### config.mk
export PLATFORM = sky130hd
export DESIGN_NAME = internet_checksum_engine
export DESIGN_NICKNAME = d
export VERILOG_FILES = /design/src/rtl/icse_pkg.sv /design/src/rtl/internet_checksum_engine.sv
export VERILOG_INCLUDE_DIRS = /design/src /design/src/rtl
export SDC_FILE = /design/constraint.sdc
export NUM_CORES = 1
export LEC_CHECK = 0
export ABC_AREA = 1
export ABC_CLOCK_PERIOD_IN_PS = 10300
export BUFFER_PORTS_ARGS = -buffer_cell sky130_fd_sc_hd__buf_2
export CORE_MARGIN = 2
export CORE_UTILIZATION = 60
export DETAILED_ROUTE_END_ITERATION = 10
export PLACE_DENSITY = 0.8
export REMOVE_ABC_BUFFERS = 1
export SYNTH_ARGS = -nofsm -noshare
export SYNTH_HDL_FRONTEND = slang
export SYNTH_SLANG_ARGS = --single-unit
### constraint.sdc
create_clock -name clk -period 10.3 [get_ports clk]
set_input_delay 0.515 -clock clk [delete_from_list [all_inputs] [get_ports clk]]
set_output_delay 0.515 -clock clk [all_outputs]
set_load 0.05 [all_outputs]
### src/rtl/assert_macros.svh
// Assertion helpers, compiled out with NO_ASSERTIONS.
`ifndef ASSERT_MACROS_SVH
`define ASSERT_MACROS_SVH

`ifndef NO_ASSERTIONS
// same-cycle implication
`define ASSERT_SAME(label, clk, rst_n, ante, cons) \
    label: assert property (@(posedge clk) disable iff (!rst_n) (ante) |-> (cons)) \
        else $error("same-cycle check failed");
// next-cycle implication
`define ASSERT_NEXT(label, clk, rst_n, ante, cons) \
    label: assert property (@(posedge clk) disable iff (!rst_n) (ante) |=> (cons)) \
        else $error("next-cycle check failed");
`else
`define ASSERT_SAME(label, clk, rst_n, ante, cons)
`define ASSERT_NEXT(label, clk, rst_n, ante, cons)
`endif

`endif

### src/rtl/icse_pkg.sv
`timescale 1ns / 1ps

package icse_pkg;

    localparam int unsigned WORD_W      = 16;
    localparam int unsigned BYTE_W      = 8;
    localparam int unsigned ADDR_W      = 32;
    localparam int unsigned CFG_IDX_W   = 2;
    localparam int unsigned OUT_TDATA_W = 40;

    localparam logic [WORD_W-1:0] WORD_MAX      = 16'hFFFF;
    localparam logic [WORD_W-1:0] PROTO_TCP     = 16'h0006;

    // register indexes
    localparam logic [CFG_IDX_W-1:0] REG_PSEUDO_EN = 2'd0;
    localparam logic [CFG_IDX_W-1:0] REG_SRC_ADDR  = 2'd1;
    localparam logic [CFG_IDX_W-1:0] REG_DST_ADDR  = 2'd2;

    typedef logic [WORD_W-1:0] word_t;

    // one's-complement add with end-around carry
    function automatic word_t ones_add(input word_t a, input word_t b);
        logic [WORD_W:0] s;
        logic [WORD_W:0] f;
        begin
            s = {1'b0, a} + {1'b0, b};
            f = {1'b0, s[WORD_W-1:0]} + {{WORD_W{1'b0}}, s[WORD_W]};
            ones_add = f[WORD_W-1:0];
        end
    endfunction

endpackage

### src/rtl/internet_checksum_engine.sv
`timescale 1ns / 1ps
// The last byte's result passes the stage-1 register, then the output register.
// Throughput: one byte per cycle unless m_tready stalls; pairing and count run
// in stage 1, pseudo-header add and fold in stage 2, so back-to-back frames flow.
// Reset (rst_n low, async): running sum, pairing, count and both stage valid
// flags clear; pseudo-header mode on, both addresses zero.

`include "assert_macros.svh"

module internet_checksum_engine (
    input  logic        clk,
    input  logic        rst_n,
    // input byte stream
    input  logic        s_tvalid,
    output logic        s_tready,
    input  logic [7:0]  s_tdata,    // [7:0] data_byte
    input  logic        s_tlast,    // last_byte
    // result stream
    output logic        m_tvalid,
    input  logic        m_tready,
    output logic [39:0] m_tdata,    // [15:0] checksum, [31:16] byte_count,
                                    // [32] length_overflow, [39:33] zero
    // configuration writes
    input  logic        cfg_we,
    input  logic [1:0]  cfg_index,
    input  logic [31:0] cfg_data
);

    // ---------------- configuration registers ----------------
    logic                          pseudo_en_reg;
    logic [icse_pkg::ADDR_W-1:0]   src_addr_reg;
    logic [icse_pkg::ADDR_W-1:0]   dst_addr_reg;

    always_ff @(posedge clk or negedge rst_n)
    begin
        if (!rst_n)
        begin
            pseudo_en_reg <= 1'b1;
            src_addr_reg  <= '0;
            dst_addr_reg  <= '0;
        end
        else if (cfg_we)
        begin
            unique case (cfg_index)
                icse_pkg::REG_PSEUDO_EN: pseudo_en_reg <= cfg_data[0];
                icse_pkg::REG_SRC_ADDR:  src_addr_reg  <= cfg_data;
                icse_pkg::REG_DST_ADDR:  dst_addr_reg  <= cfg_data;
                default:                 ;  // unmapped index: ignored
            endcase
        end
    end

    // ---------------- handshake ----------------
    logic s1_valid_reg;
    logic out_valid_reg;
    logic out_adv;
    logic s1_adv;
    logic in_acc;

    assign out_adv  = !out_valid_reg || m_tready;
    assign s1_adv   = !s1_valid_reg || out_adv;
    assign s_tready = s1_adv;
    assign in_acc   = s_tvalid && s_tready;

    // ---------------- stage 1: pairing and running sum ----------------
    icse_pkg::word_t              sum_reg,   sum_next;
    logic                         odd_reg,   odd_next;
    logic [icse_pkg::BYTE_W-1:0]  held_reg,  held_next;
    icse_pkg::word_t              count_reg, count_next;
    logic                         ovf_reg,   ovf_next;

    icse_pkg::word_t              pair_word;
    icse_pkg::word_t              pair_sum;

    icse_pkg::word_t              s1_sum_reg;
    icse_pkg::word_t              s1_count_reg;
    logic                         s1_ovf_reg;

    // odd phase: held byte is the high half; lone last byte: pad low with zero
    assign pair_word = odd_reg ? {held_reg, s_tdata} : {s_tdata, 8'h00};
    assign pair_sum  = icse_pkg::ones_add(sum_reg, pair_word);

    always_comb
    begin
        // count saturates; a byte arriving at the ceiling marks overflow
        if (count_reg == icse_pkg::WORD_MAX)
        begin
            count_next = count_reg;
            ovf_next   = 1'b1;
        end
        else
        begin
            count_next = count_reg + 16'd1;
            ovf_next   = ovf_reg;
        end

        sum_next  = sum_reg;
        odd_next  = odd_reg;
        held_next = held_reg;
        if (odd_reg || s_tlast)
        begin
            sum_next  = pair_sum;
            odd_next  = 1'b0;
            held_next = '0;
        end
        else
        begin
            held_next = s_tdata;
            odd_next  = 1'b1;
        end
    end

    always_ff @(posedge clk or negedge rst_n)
    begin
        if (!rst_n)
        begin
            sum_reg   <= '0;
            odd_reg   <= 1'b0;
            held_reg  <= '0;
            count_reg <= '0;
            ovf_reg   <= 1'b0;
        end
        else if (in_acc)
        begin
            if (s_tlast)
            begin
                // frame done: hand off to stage 2 and start fresh
                sum_reg   <= '0;
                odd_reg   <= 1'b0;
                held_reg  <= '0;
                count_reg <= '0;
                ovf_reg   <= 1'b0;
            end
            else
            begin
                sum_reg   <= sum_next;
                odd_reg   <= odd_next;
                held_reg  <= held_next;
                count_reg <= count_next;
                ovf_reg   <= ovf_next;
            end
        end
    end

    always_ff @(posedge clk or negedge rst_n)
    begin
        if (!rst_n)
            s1_valid_reg <= 1'b0;
        else if (s1_adv)
            s1_valid_reg <= in_acc && s_tlast;
    end

    always_ff @(posedge clk)
    begin
        if (in_acc && s_tlast)
        begin
            s1_sum_reg   <= sum_next;
            s1_count_reg <= count_next;
            s1_ovf_reg   <= ovf_next;
        end
    end

    // ---------------- stage 2: pseudo-header add, fold, invert ----------------
    // Seven 16-bit terms fit in 19 bits; two end-around folds bring it back to 16.
    logic [18:0]                  wide_sum;
    logic [16:0]                  fold1;
    logic [16:0]                  fold2;
    icse_pkg::word_t              final_sum;

    always_comb
    begin
        wide_sum = {3'b000, s1_sum_reg};
        if (pseudo_en_reg)
            wide_sum = wide_sum
                     + {3'b000, src_addr_reg[31:16]} + {3'b000, src_addr_reg[15:0]}
                     + {3'b000, dst_addr_reg[31:16]} + {3'b000, dst_addr_reg[15:0]}
                     + {3'b000, icse_pkg::PROTO_TCP} + {3'b000, s1_count_reg};
        fold1     = {1'b0, wide_sum[15:0]} + {14'd0, wide_sum[18:16]};
        fold2     = {1'b0, fold1[15:0]} + {16'd0, fold1[16]};
        final_sum = fold2[15:0];
    end

    logic [39:0] out_data_reg;

    always_ff @(posedge clk or negedge rst_n)
    begin
        if (!rst_n)
            out_valid_reg <= 1'b0;
        else if (out_adv)
            out_valid_reg <= s1_valid_reg;
    end

    always_ff @(posedge clk)
    begin
        if (out_adv && s1_valid_reg)
            out_data_reg <= {7'd0, s1_ovf_reg, s1_count_reg, ~final_sum};
    end

    assign m_tvalid = out_valid_reg;
    assign m_tdata  = out_data_reg;

    // ---------------- assertions ----------------
    // a last byte leaves the pairing state empty for the next frame
    `ASSERT_NEXT(a_clear_after_last, clk, rst_n, in_acc && s_tlast,
                 !odd_reg && count_reg == '0 && !ovf_reg)
    // overflow only once the count has hit its ceiling
    `ASSERT_SAME(a_ovf_saturated, clk, rst_n, ovf_reg, count_reg == icse_pkg::WORD_MAX)
    // until saturation a held byte means an odd byte count
    `ASSERT_SAME(a_phase_parity, clk, rst_n, !ovf_reg, odd_reg == count_reg[0])

endmodule

# Word-level counts from Yosys, hierarchy flattened
# Index checks and enable logic that the tools add are counted.
# classes
n_reduce_logical	12
n_mux	12
n_eq_ne	3
bitwise	1
n_addsub	11
# op_table
op	n
$mux W16	5
$add A19 B16 Y19	2
$add A16 B16 Y17	2
$add A16 B1 Y16	2
$add A18 B16 Y19	1
$add A19 B3 Y19 const B	1
$mux W19	1
$add A17 B16 Y18	1
$add A16 B3 Y17	1
$add A16 B1 Y16 const B	1
$eq A16 B16 Y1 const B	1
$mux W8	2
$not A16 Y16	1
$reduce_and A2 Y1	3
$mux W1	4
$logic_and A1 B1 Y1	3
$logic_or A1 B1 Y1	3
$eq A2 B1 Y1 const B	1
$eq A2 B2 Y1 const B	1
$logic_not A1 Y1	2
$logic_not A2 Y1	1
# word_totals
input_bits	48
elab_cells	53
out_inout_bits	42
reg_bits	175

# Longest topological paths before layout
# Gate-level depths: netlist of run 1.
# depth
depth_word	10
ltp_mapped	51
mapped_depth_nobuf	51

# Worst setup path before layout of run 1
# Ideal clock, no wire load.
# synth_path
path_kind	register -> register
startpoint	register src_addr_reg[7] (netlist name)
endpoint	register out_data_reg[14] (netlist: m_tdata[14]), data pin
path_stages_with_launch	48
n_path_buf	0
path_slack_ns	3.226
required_ns	10.043
t_arrival_ns	6.817
setup_time_ns	0.257
synth_period_minus_slack_ns	7.074
cell_sequence	dfrtp_1 inv_1 fa_1 inv_1 fa_1 inv_1 fa_1 inv_1 ha_1 ha_1 nand2_1 inv_1 a21oi_1 nand2_1 nand2_1 nand2_1 nand2_1 nand2_1 (+12 left out) nor2_4 nand2_1 nor2_1 nand3_1 nor3_1 ha_1 nand2_1 nor2_1 inv_1 nor2_1 nand3_1 nor2_1 nand2_1 nor2_2 nand3_2 nor2_2 nand2_1 xor2_1
# synth_between
elab_chain_cells	9
# synth_rtl
item	line	rtl
from (decl)	internet_checksum_engine.sv:31	logic [icse_pkg::ADDR_W-1:0] src_addr_reg;
from (signal assigned)	internet_checksum_engine.sv:46	icse_pkg::REG_SRC_ADDR: src_addr_reg <= cfg_data;
$add A17 B16 Y18	internet_checksum_engine.sv:175	+ {3'b000, src_addr_reg[31:16]} + {3'b000, src_addr_reg[15:0]}
$add A18 B16 Y19	internet_checksum_engine.sv:176	+ {3'b000, dst_addr_reg[31:16]} + {3'b000, dst_addr_reg[15:0]}
$add A19 B16 Y19	internet_checksum_engine.sv:176	
$add A19 B3 Y19	internet_checksum_engine.sv:177	+ {3'b000, icse_pkg::PROTO_TCP} + {3'b000, s1_count_reg};
$add A19 B16 Y19	internet_checksum_engine.sv:177	
$mux W19	internet_checksum_engine.sv:173	if (pseudo_en_reg)
$add A16 B3 Y17	internet_checksum_engine.sv:178	fold1 = {1'b0, wide_sum[15:0]} + {14'd0, wide_sum[18:16]};
$add A16 B1 Y16	internet_checksum_engine.sv:179	fold2 = {1'b0, fold1[15:0]} + {16'd0, fold1[16]};
$not A16 Y16	internet_checksum_engine.sv:196	out_data_reg <= {7'd0, s1_ovf_reg, s1_count_reg, ~final_sum};
to (signal assigned)	internet_checksum_engine.sv:196	
to (decl)	internet_checksum_engine.sv:183	logic [39:0] out_data_reg;
# Every way passes these cells.
# A chain may end at the register's enable or synchronous reset.

# Final worst setup path of run 1
# layout_path
startpoint	register dst_addr_reg[2] (netlist name)
endpoint	register out_data_reg[15] (netlist: m_tdata[15]), data pin
# layout_between
elab_chain_cells	7
# layout_rtl
item	line	rtl
from (decl)	internet_checksum_engine.sv:32	logic [icse_pkg::ADDR_W-1:0] dst_addr_reg;
from (signal assigned)	internet_checksum_engine.sv:47	icse_pkg::REG_DST_ADDR: dst_addr_reg <= cfg_data;
$add A19 B16 Y19	internet_checksum_engine.sv:176	
$add A19 B3 Y19	internet_checksum_engine.sv:177	
$add A19 B16 Y19	internet_checksum_engine.sv:177	
$mux W19	internet_checksum_engine.sv:173	
$add A16 B3 Y17	internet_checksum_engine.sv:178	
$add A16 B1 Y16	internet_checksum_engine.sv:179	
$not A16 Y16	internet_checksum_engine.sv:196	
# Every way passes these cells.

==> out/summary.txt, run 1 <==
antenna violations before repair: 0
drt pass-1 iters: 5
Die Height: 146 microns
Max-slew headroom: 20.7%
clk_skew: 0.0157 ns
max-capacitance violation count: 0
Ports: 90
setup TNS: 0 ns
hold_buf cts: 0
final RePlAce weighted congestion: 0.932
die width: 146 microns
htree depth: 4
share of cells above drive strength 1: 10.9%
Reg power frac: 20.5%
Synth async-reset ratio: 62.3%
Fin. Hold Viols: 0
Syn Std Cell Area: 12000 sq um
top cells by area, synth: dfrtp_1, edfxtp_1, nand2_1
worst slew pin tran: 1.19 ns
max FFs per register: 33
Die Area: 21200 sq um
core box area: 19600 sq um
Crit path required time: 10.49 ns
Detail Route Antenna Nets: 0
vias: 9470
largest net degree at the start of global routing: 66
total track usage: 27.2%
Seq/Total Area, Yosys: 39.2%
final setup violation count: 0
GRT overflow: 0
post-synthesis cell type count: 45
Primary FF master, synth: dfrtp_1
cell taking the most area after synthesis: dfrtp_1
site row count: 51
CTS tree: done
Clk pwr share: 14.2%
total power: 4.53 mW
CTS root buf: clkbuf_16
synth-to-layout area growth: 10.5%
Syn. warnings: 0
final count of pins violating max slew: 0
CTS Sinks: 175
Post-CTS Setup Bufs: 0
diode count: 0
Cell Area, Placed: 12700 sq um
clock-pin slew on the worst setup and hold paths: 0.07 ns
vias in the first global route: 9719
Layout Nets: 1722
type of element capturing the critical path: register
worst-path maximum fanout: 4
crit-path most repeated cell: nand2_1
global-route wire length before repair: 46100 microns
Psw: 2.33 mW
post-CTS resize count: 0
LEAKAGE: 6.94 nW
Post-Synthesis Cells: 1472
Power per Cell Area: 341 nW/um^2
Hold WS: 0.0762 ns
combinational power share: 65.3%
Post-synth EDFFs: 66
design area: 13300 sq um
Clock Tree Buf Depth: 2
#FFs+latches synth: 175
Period minus WS final: 7.94 ns
critical path class: reg2reg
Initial Util: 61.4%
DP Wirelength: 20900 microns
Peak VDD IR: 0.227 mV
Final Cycle Share: 77.0%
slowest CP cell: fa_1
drc violations: 0
fmax: 126 MHz
final wirelength: 27200 microns
total CTS buffers: 17
critical path startpoint category: register
status: completed
Yosys top cell area share: 22.5%
worst-skew pair later-pin latency: 0.44 ns
Multi-input gate area: 5910 sq um
First DRT Iteration DRCs: 636
drt wl/cell: 14.9 microns
filler cell count in the final layout: 1621
Sequential Area: 4710 sq um
# port buffers: 82
unrepaired setup endpoints after global routing: false
Int Pwr: 2.19 mW
Vias/cell: 5.18
Hold Crit Class: in2async
WP data arrival: 8.13 ns
average size of a mapped cell: 8.17 sq um
sw frac: 51.5%
max incr delay on CP: 0.56 ns
## stage by stage
step | setup WS [ns] | cells | util [%]
floorplan | 3.23 | 1443 | -
global placement | 2.77 | 1797 | 64.8
detailed placement | 2.45 | 1797 | 64.8
CTS | 2.38 | 1829 | 67.8
global route | 1.58 | 1829 | 67.8
finish | 2.36 | 1829 | 67.8
## metal layers
layer	track usage [%]	vias to the layer above	share of wire, %
met5	0	-	0
met4	12.3	0	3.9
met3	3.79	68	4.5
met2	47.0	279	49
met1	34.3	4441	43
li1	-	4682	-
## Yosys cell counts (10+ instances only)
| cell type | n |
|---|---|
| a21oi_1 | 34 |
| clkbuf_1 | 24 |
| dfrtp_1 | 108 |
| edfxtp_1 | 66 |
| fa_1 | 65 |
| ha_1 | 58 |
| inv_1 | 330 |
| nand2_1 | 375 |
| nand3_1 | 68 |
| nand4_1 | 17 |
| nor2_1 | 71 |
| o21ai_0 | 117 |
| xnor2_1 | 10 |
| xor2_1 | 26 |
## path summary, 6_finish.rpt
| kind | startpoint | end | slack [ns] | cells after the start |
|---|---|---|---|---|
| worst max register to register | dst_addr_reg[2] | m_tdata[15] | 2.36 | 49 |
| worst min register to register | s1_ovf_reg | m_tdata[32] | 0.43 | 0 |
| min in group clk | cfg_data[9] | src_addr_reg[9] | 0.33 | 3 |
| worst min-delay path | rst_n | dst_addr_reg[5] | 0.08 | 1 |
| max in group asynchronous | rst_n | dst_addr_reg[27] | 8.95 | 2 |
| worst max-delay path | dst_addr_reg[2] | m_tdata[15] | 2.36 | 49 |
## worst max-delay path, delay by kind of cell, from the launching register on
kind | cells | cell delay [ns]
AND/OR/NAND/NOR | 30 | 3.28
adder cells (fa/ha/maj) | 8 | 3.10
buffers and inverters | 8 | 0.62
flip-flops | 1 | 0.36
AO/OA/AOI/OAI | 3 | 0.34
## power groups by stage
stage	combinational [mW]	sequential (mW)	clock [mW]
4_1_cts	2.94	0.927	0.655
3_5_place_dp	2.89	0.940	0
2_1_floorplan	2.17	1.02	0
6_report	2.95	0.927	0.645
5_1_grt	3.41	0.939	0.684
3_3_place_gp	2.84	0.937	0
## final cells by class
type                       count  share of cell area (%)
multi-input combinational    930                    44.5
clock inverter                14                    1.28
timing repair buffer          89                    3.50
clock buffer                  18                    3.23
tap                          265                    2.50
sequential                   175                    35.5
inverter                     338                    9.55
## placed cells by master (no fill, tap or decap), types with 8 or more instances in the layout
cell       instances
xnor2_1           10
nand4_1           17
xor2_1            26
edfxtp_1          66
ha_1              58
a21oi_1           33
buf_4              8
fa_1              65
nor2_1            70
buf_2             81
inv_1            330
o21ai_0          117
nand2_1          375
clkbuf_16         17
dfrtp_1          108
nand3_1           66
nand2_2            9
nor3_1             9
## logic make-up (layout without fill, tap and decap cells)
| logic type | after synthesis | count (layout) | share of synthesized area [%] |
|---|---|---|---|
| AO/OA/AOI/OAI | 184 | 184 | 8.29 |
| XOR/XNOR | 38 | 38 | 2.89 |
| adder cells (fa/ha/maj) | 123 | 123 | 16.9 |
| buffers and inverters | 373 | 459 | 12.0 |
| flip-flops | 175 | 175 | 39.2 |
| other | 1 | 7 | 0.0312 |
| AND/OR/NAND/NOR | 578 | 578 | 20.7 |
(Power assumes the default switching activity.)
==> run 2: changes to the inputs <==
Settings changed: ABC_AREA 1 to 0, ABC_CLOCK_PERIOD_IN_PS 10300 to 6600, CORE_UTILIZATION 60 to 55, PLACE_DENSITY 0.8 to 0.77.
Clock period 10.3 ns to 6.6 ns, I/O delays scaled along.
==> run 2 against run 1 <==
The flow now finishes with violations (setup timing). Largest cell class unchanged. Clock-buffer cell count shrank 1. Non-clock buffer count grew 129. Maximum frequency shrank 6.4%. Routed wire length grew 6.8%. Critical path type unchanged.
==> out/summary.txt, run 2 <==
status: complete, but fails checks (was completed)
failing checks: setup timing
Die Height: 149 microns (was 146 microns)
Vias/cell: 5.53 (was 5.18)
vias: 8658 (was 9470)
Ports: 90 (unchanged)
unrepaired setup endpoints after global routing: true (was false)
slowest CP cell: fa_1 (unchanged)
post-synthesis cell type count: 77 (was 45)
max FFs per register: 33 (unchanged)
Yosys top cell area share: 23.5% (was 22.5%)
critical path startpoint category: register (unchanged)
Post-synth top cells: inv_1, dfrtp_1, nand2_1 (was nand2_1, inv_1, o21ai_0)
cell taking the most area after synthesis: dfrtp_1 (unchanged)
global-route wire length before repair: 45300 microns (was 46100 microns)
CTS Sinks: 175 (unchanged)
Post-synth EDFFs: 66 (unchanged)
clock-pin slew on the worst setup and hold paths: 0.07 ns (about the same)
crit-path most repeated cell: o21a_1 (was nand2_1)
min-delay src: cfg_data[14]
Post-Synthesis Cells: 1077 (was 1472)
final count of pins violating max slew: 0 (unchanged)
WP data arrival: 8.66 ns (was 8.13 ns)
Clock Tree Buf Depth: 2 (unchanged)
#FFs+latches synth: 175 (unchanged)
DP Wirelength: 19200 microns (was 20900 microns)
Detail Route Antenna Nets: 0 (unchanged)
worst slew pin tran: 1.00 ns (was 1.19 ns)
R2R cell count: 39 (was 49)
site row count: 52 (was 51)
worst-path maximum fanout: 4 (unchanged)
die width: 149 microns (was 146 microns)
Cell Area, Placed: 12900 sq um (was 12700 sq um)
most frequent cells in the layout: inv_1, buf_4, dfrtp_1 (was nand2_1, inv_1, o21ai_0)
R2R setup slack: -1.88 ns (was 2.36 ns)
Hold Path Depth: 2
Syn. warnings: 0 (unchanged)
First DRT Iteration DRCs: 504 (was 636)
top cells by area, synth: dfrtp_1, edfxtp_1, fa_1 (was dfrtp_1, edfxtp_1, nand2_1)
Fin. Hold Viols: 0 (unchanged)
max-capacitance violation count: 0 (unchanged)
CTS tree: done (unchanged)
Final Cycle Share: 128% (was 77.0%)
Layout Nets: 1453 (was 1722)
Core Util, Final: 69.3% (was 67.8%)
Hold Crit Class: in2reg (was in2async)
top-count cell post-synth: inv_1 (was nand2_1)
hold path endpoint: src_addr_reg[14]
drt wl/cell: 18.5 microns (was 14.9 microns)
worst-skew pair later-pin latency: 0.44 ns (about the same)
Synth async-reset ratio: 62.3% (unchanged)
Period minus WS final: 8.48 ns (was 7.94 ns)
Crit path required time: 6.78 ns (was 10.49 ns)
vias in the first global route: 8896 (was 9719)
setup TNS: -19.99 ns (was 0 ns)
design area: 14100 sq um (was 13300 sq um)
Primary FF master, synth: dfrtp_1 (unchanged)
drc violations: 0 (unchanged)
Syn Std Cell Area: 11500 sq um (was 12000 sq um)
final RePlAce weighted congestion: 0.933 (was 0.932)
share of cells above drive strength 1: 30.2% (was 10.9%)
GRT overflow: 0 (unchanged)
total CTS buffers: 17 (unchanged)
average size of a mapped cell: 10.7 sq um (was 8.17 sq um)
htree depth: 4 (unchanged)
commonest non-fill, non-tap cell in the layout: inv_1 (was nand2_1)
Seq/Total Area, Yosys: 40.9% (was 39.2%)
drt pass-1 iters: 5 (unchanged)
core box area: 20400 sq um (was 19600 sq um)
synth-to-layout area growth: 22.7% (was 10.5%)
filler cell count in the final layout: 1406 (was 1621)
largest net degree at the start of global routing: 70 (was 66)
Max-slew headroom: 33.0% (was 20.7%)
Die Area: 22100 sq um (was 21200 sq um)
diode count: 0 (unchanged)
worst setup margin: -1.88 ns (was 2.36 ns)
CTS root buf: clkbuf_16 (unchanged)
FF-to-FF End: m_tdata[14] (was m_tdata[15])
# port buffers: 82 (unchanged)
final wirelength: 29000 microns (was 27200 microns)
type of element capturing the critical path: register (unchanged)
post-place setup slack: -2.04 ns (was 2.45 ns)
Critical R2R Launch: s1_sum_reg[9] (was dst_addr_reg[2])
critical path class: reg2reg (unchanged)
final setup violation count: 16 (was 0)
total track usage: 26.6% (was 27.2%)
antenna violations before repair: 0 (unchanged)
clk_skew: 0.00962 ns (was 0.0157 ns)
Initial Util: 56.5% (was 61.4%)
max incr delay on CP: 0.54 ns (was 0.56 ns)
fmax: 118 MHz (was 126 MHz)
[run 2: cell types whose count changed after synthesis, moves of 11 or more]
cell | previous run | this run
nand2_1 | 375 | 86
inv_1 | 330 | 178
o21ai_0 | 117 | 37
mux2_2 | 0 | 76
nand3_1 | 68 | 31
xnor2_1 | 10 | 37
nor2_1 | 71 | 47
a21o_1 | 0 | 13
nand4_1 | 17 | 4
and2_1 | 0 | 12
nand2b_1 | 0 | 11
[run 2: worst max path at each step]
| stage | cells past startpoint | slack (ns) | from | end |
|---|---|---|---|---|
| floorplan | 40 | -1.90 | dst_addr_reg[2] | m_tdata[15] |
| global placement | 41 | -1.65 | dst_addr_reg[2] | m_tdata[15] |
| detailed placement | 41 | -2.04 | dst_addr_reg[2] | m_tdata[15] |
| CTS | 41 | -1.83 | dst_addr_reg[2] | m_tdata[15] |
| global route | 39 | -2.20 | s1_sum_reg[9] | m_tdata[14] |
| finish | 39 | -1.88 | s1_sum_reg[9] | m_tdata[14] |
[run 2: final cells by class]
| cell class | count | area (sq um) | share of cell area [%] |
|---|---|---|---|
| clock buffers | 17 | 425 | 3.01 |
| clock inverters | 15 | 168 | 1.19 |
| inverters | 179 | 672 | 4.76 |
| multi-input cells | 691 | 6290 | 44.6 |
| flip-flops and latches | 175 | 4710 | 33.4 |
| well taps | 270 | 338 | 2.39 |
| repair buffers | 218 | 1510 | 10.7 |
[run 2: logic make-up after synthesis]
logic type	count (synthesis)	share of synthesized area, %
buf+inv	217	7.33
xor+xnor	64	4.99
flops	175	40.9
mux	86	8.31
simple gates	250	10.9
fa+ha+maj	123	17.6
compound gates	161	9.91
other cells	1	0.0326
[run 2: timing repair]
action,in CTS,in global routing
pin swaps,27,12
gates resized for setup,64,28
endpoints found under the setup margin,16,16
buffers inserted,36,13
hold buffers,1,0
hold endpoints to repair,40,0
[run 2: metrics by stage]
| step | hold slack, ns | instances |
|---|---|---|
| after floorplan | 0.0344 | 1045 |
| after global placement | 0.356 | 1503 |
| after detailed placement | 0.355 | 1503 |
| after CTS | 0.122 | 1559 |
| after global routing | 0.133 | 1565 |
| final | 0.129 | 1565 |
[run 2: critical path: cells and delay by family (launching register included)]
kind,cells,cell delay [ns]
adders and majority gates,8,2.79
and+or+nand+nor,13,2.38
AOI/OAI and AO/OA,11,1.86
buffers and inverters,6,0.64
DFF,1,0.48
xor gates and xnor gates,1,0.09
[run 2: layer usage]
layer	routed length (microns)	global-route usage, %	share of wire [%]	vias up
met3	1360	4.66	4.7	93
met1	11600	32.3	40	4245
met5	0	0	0	-
met2	14800	46.8	51	299
li1	-	-	-	4021
met4	1250	11.2	4.3	0
Power of run 2 is not shown: default switching activity piles up to over one toggle a cycle in this logic, so the estimate is an artifact.
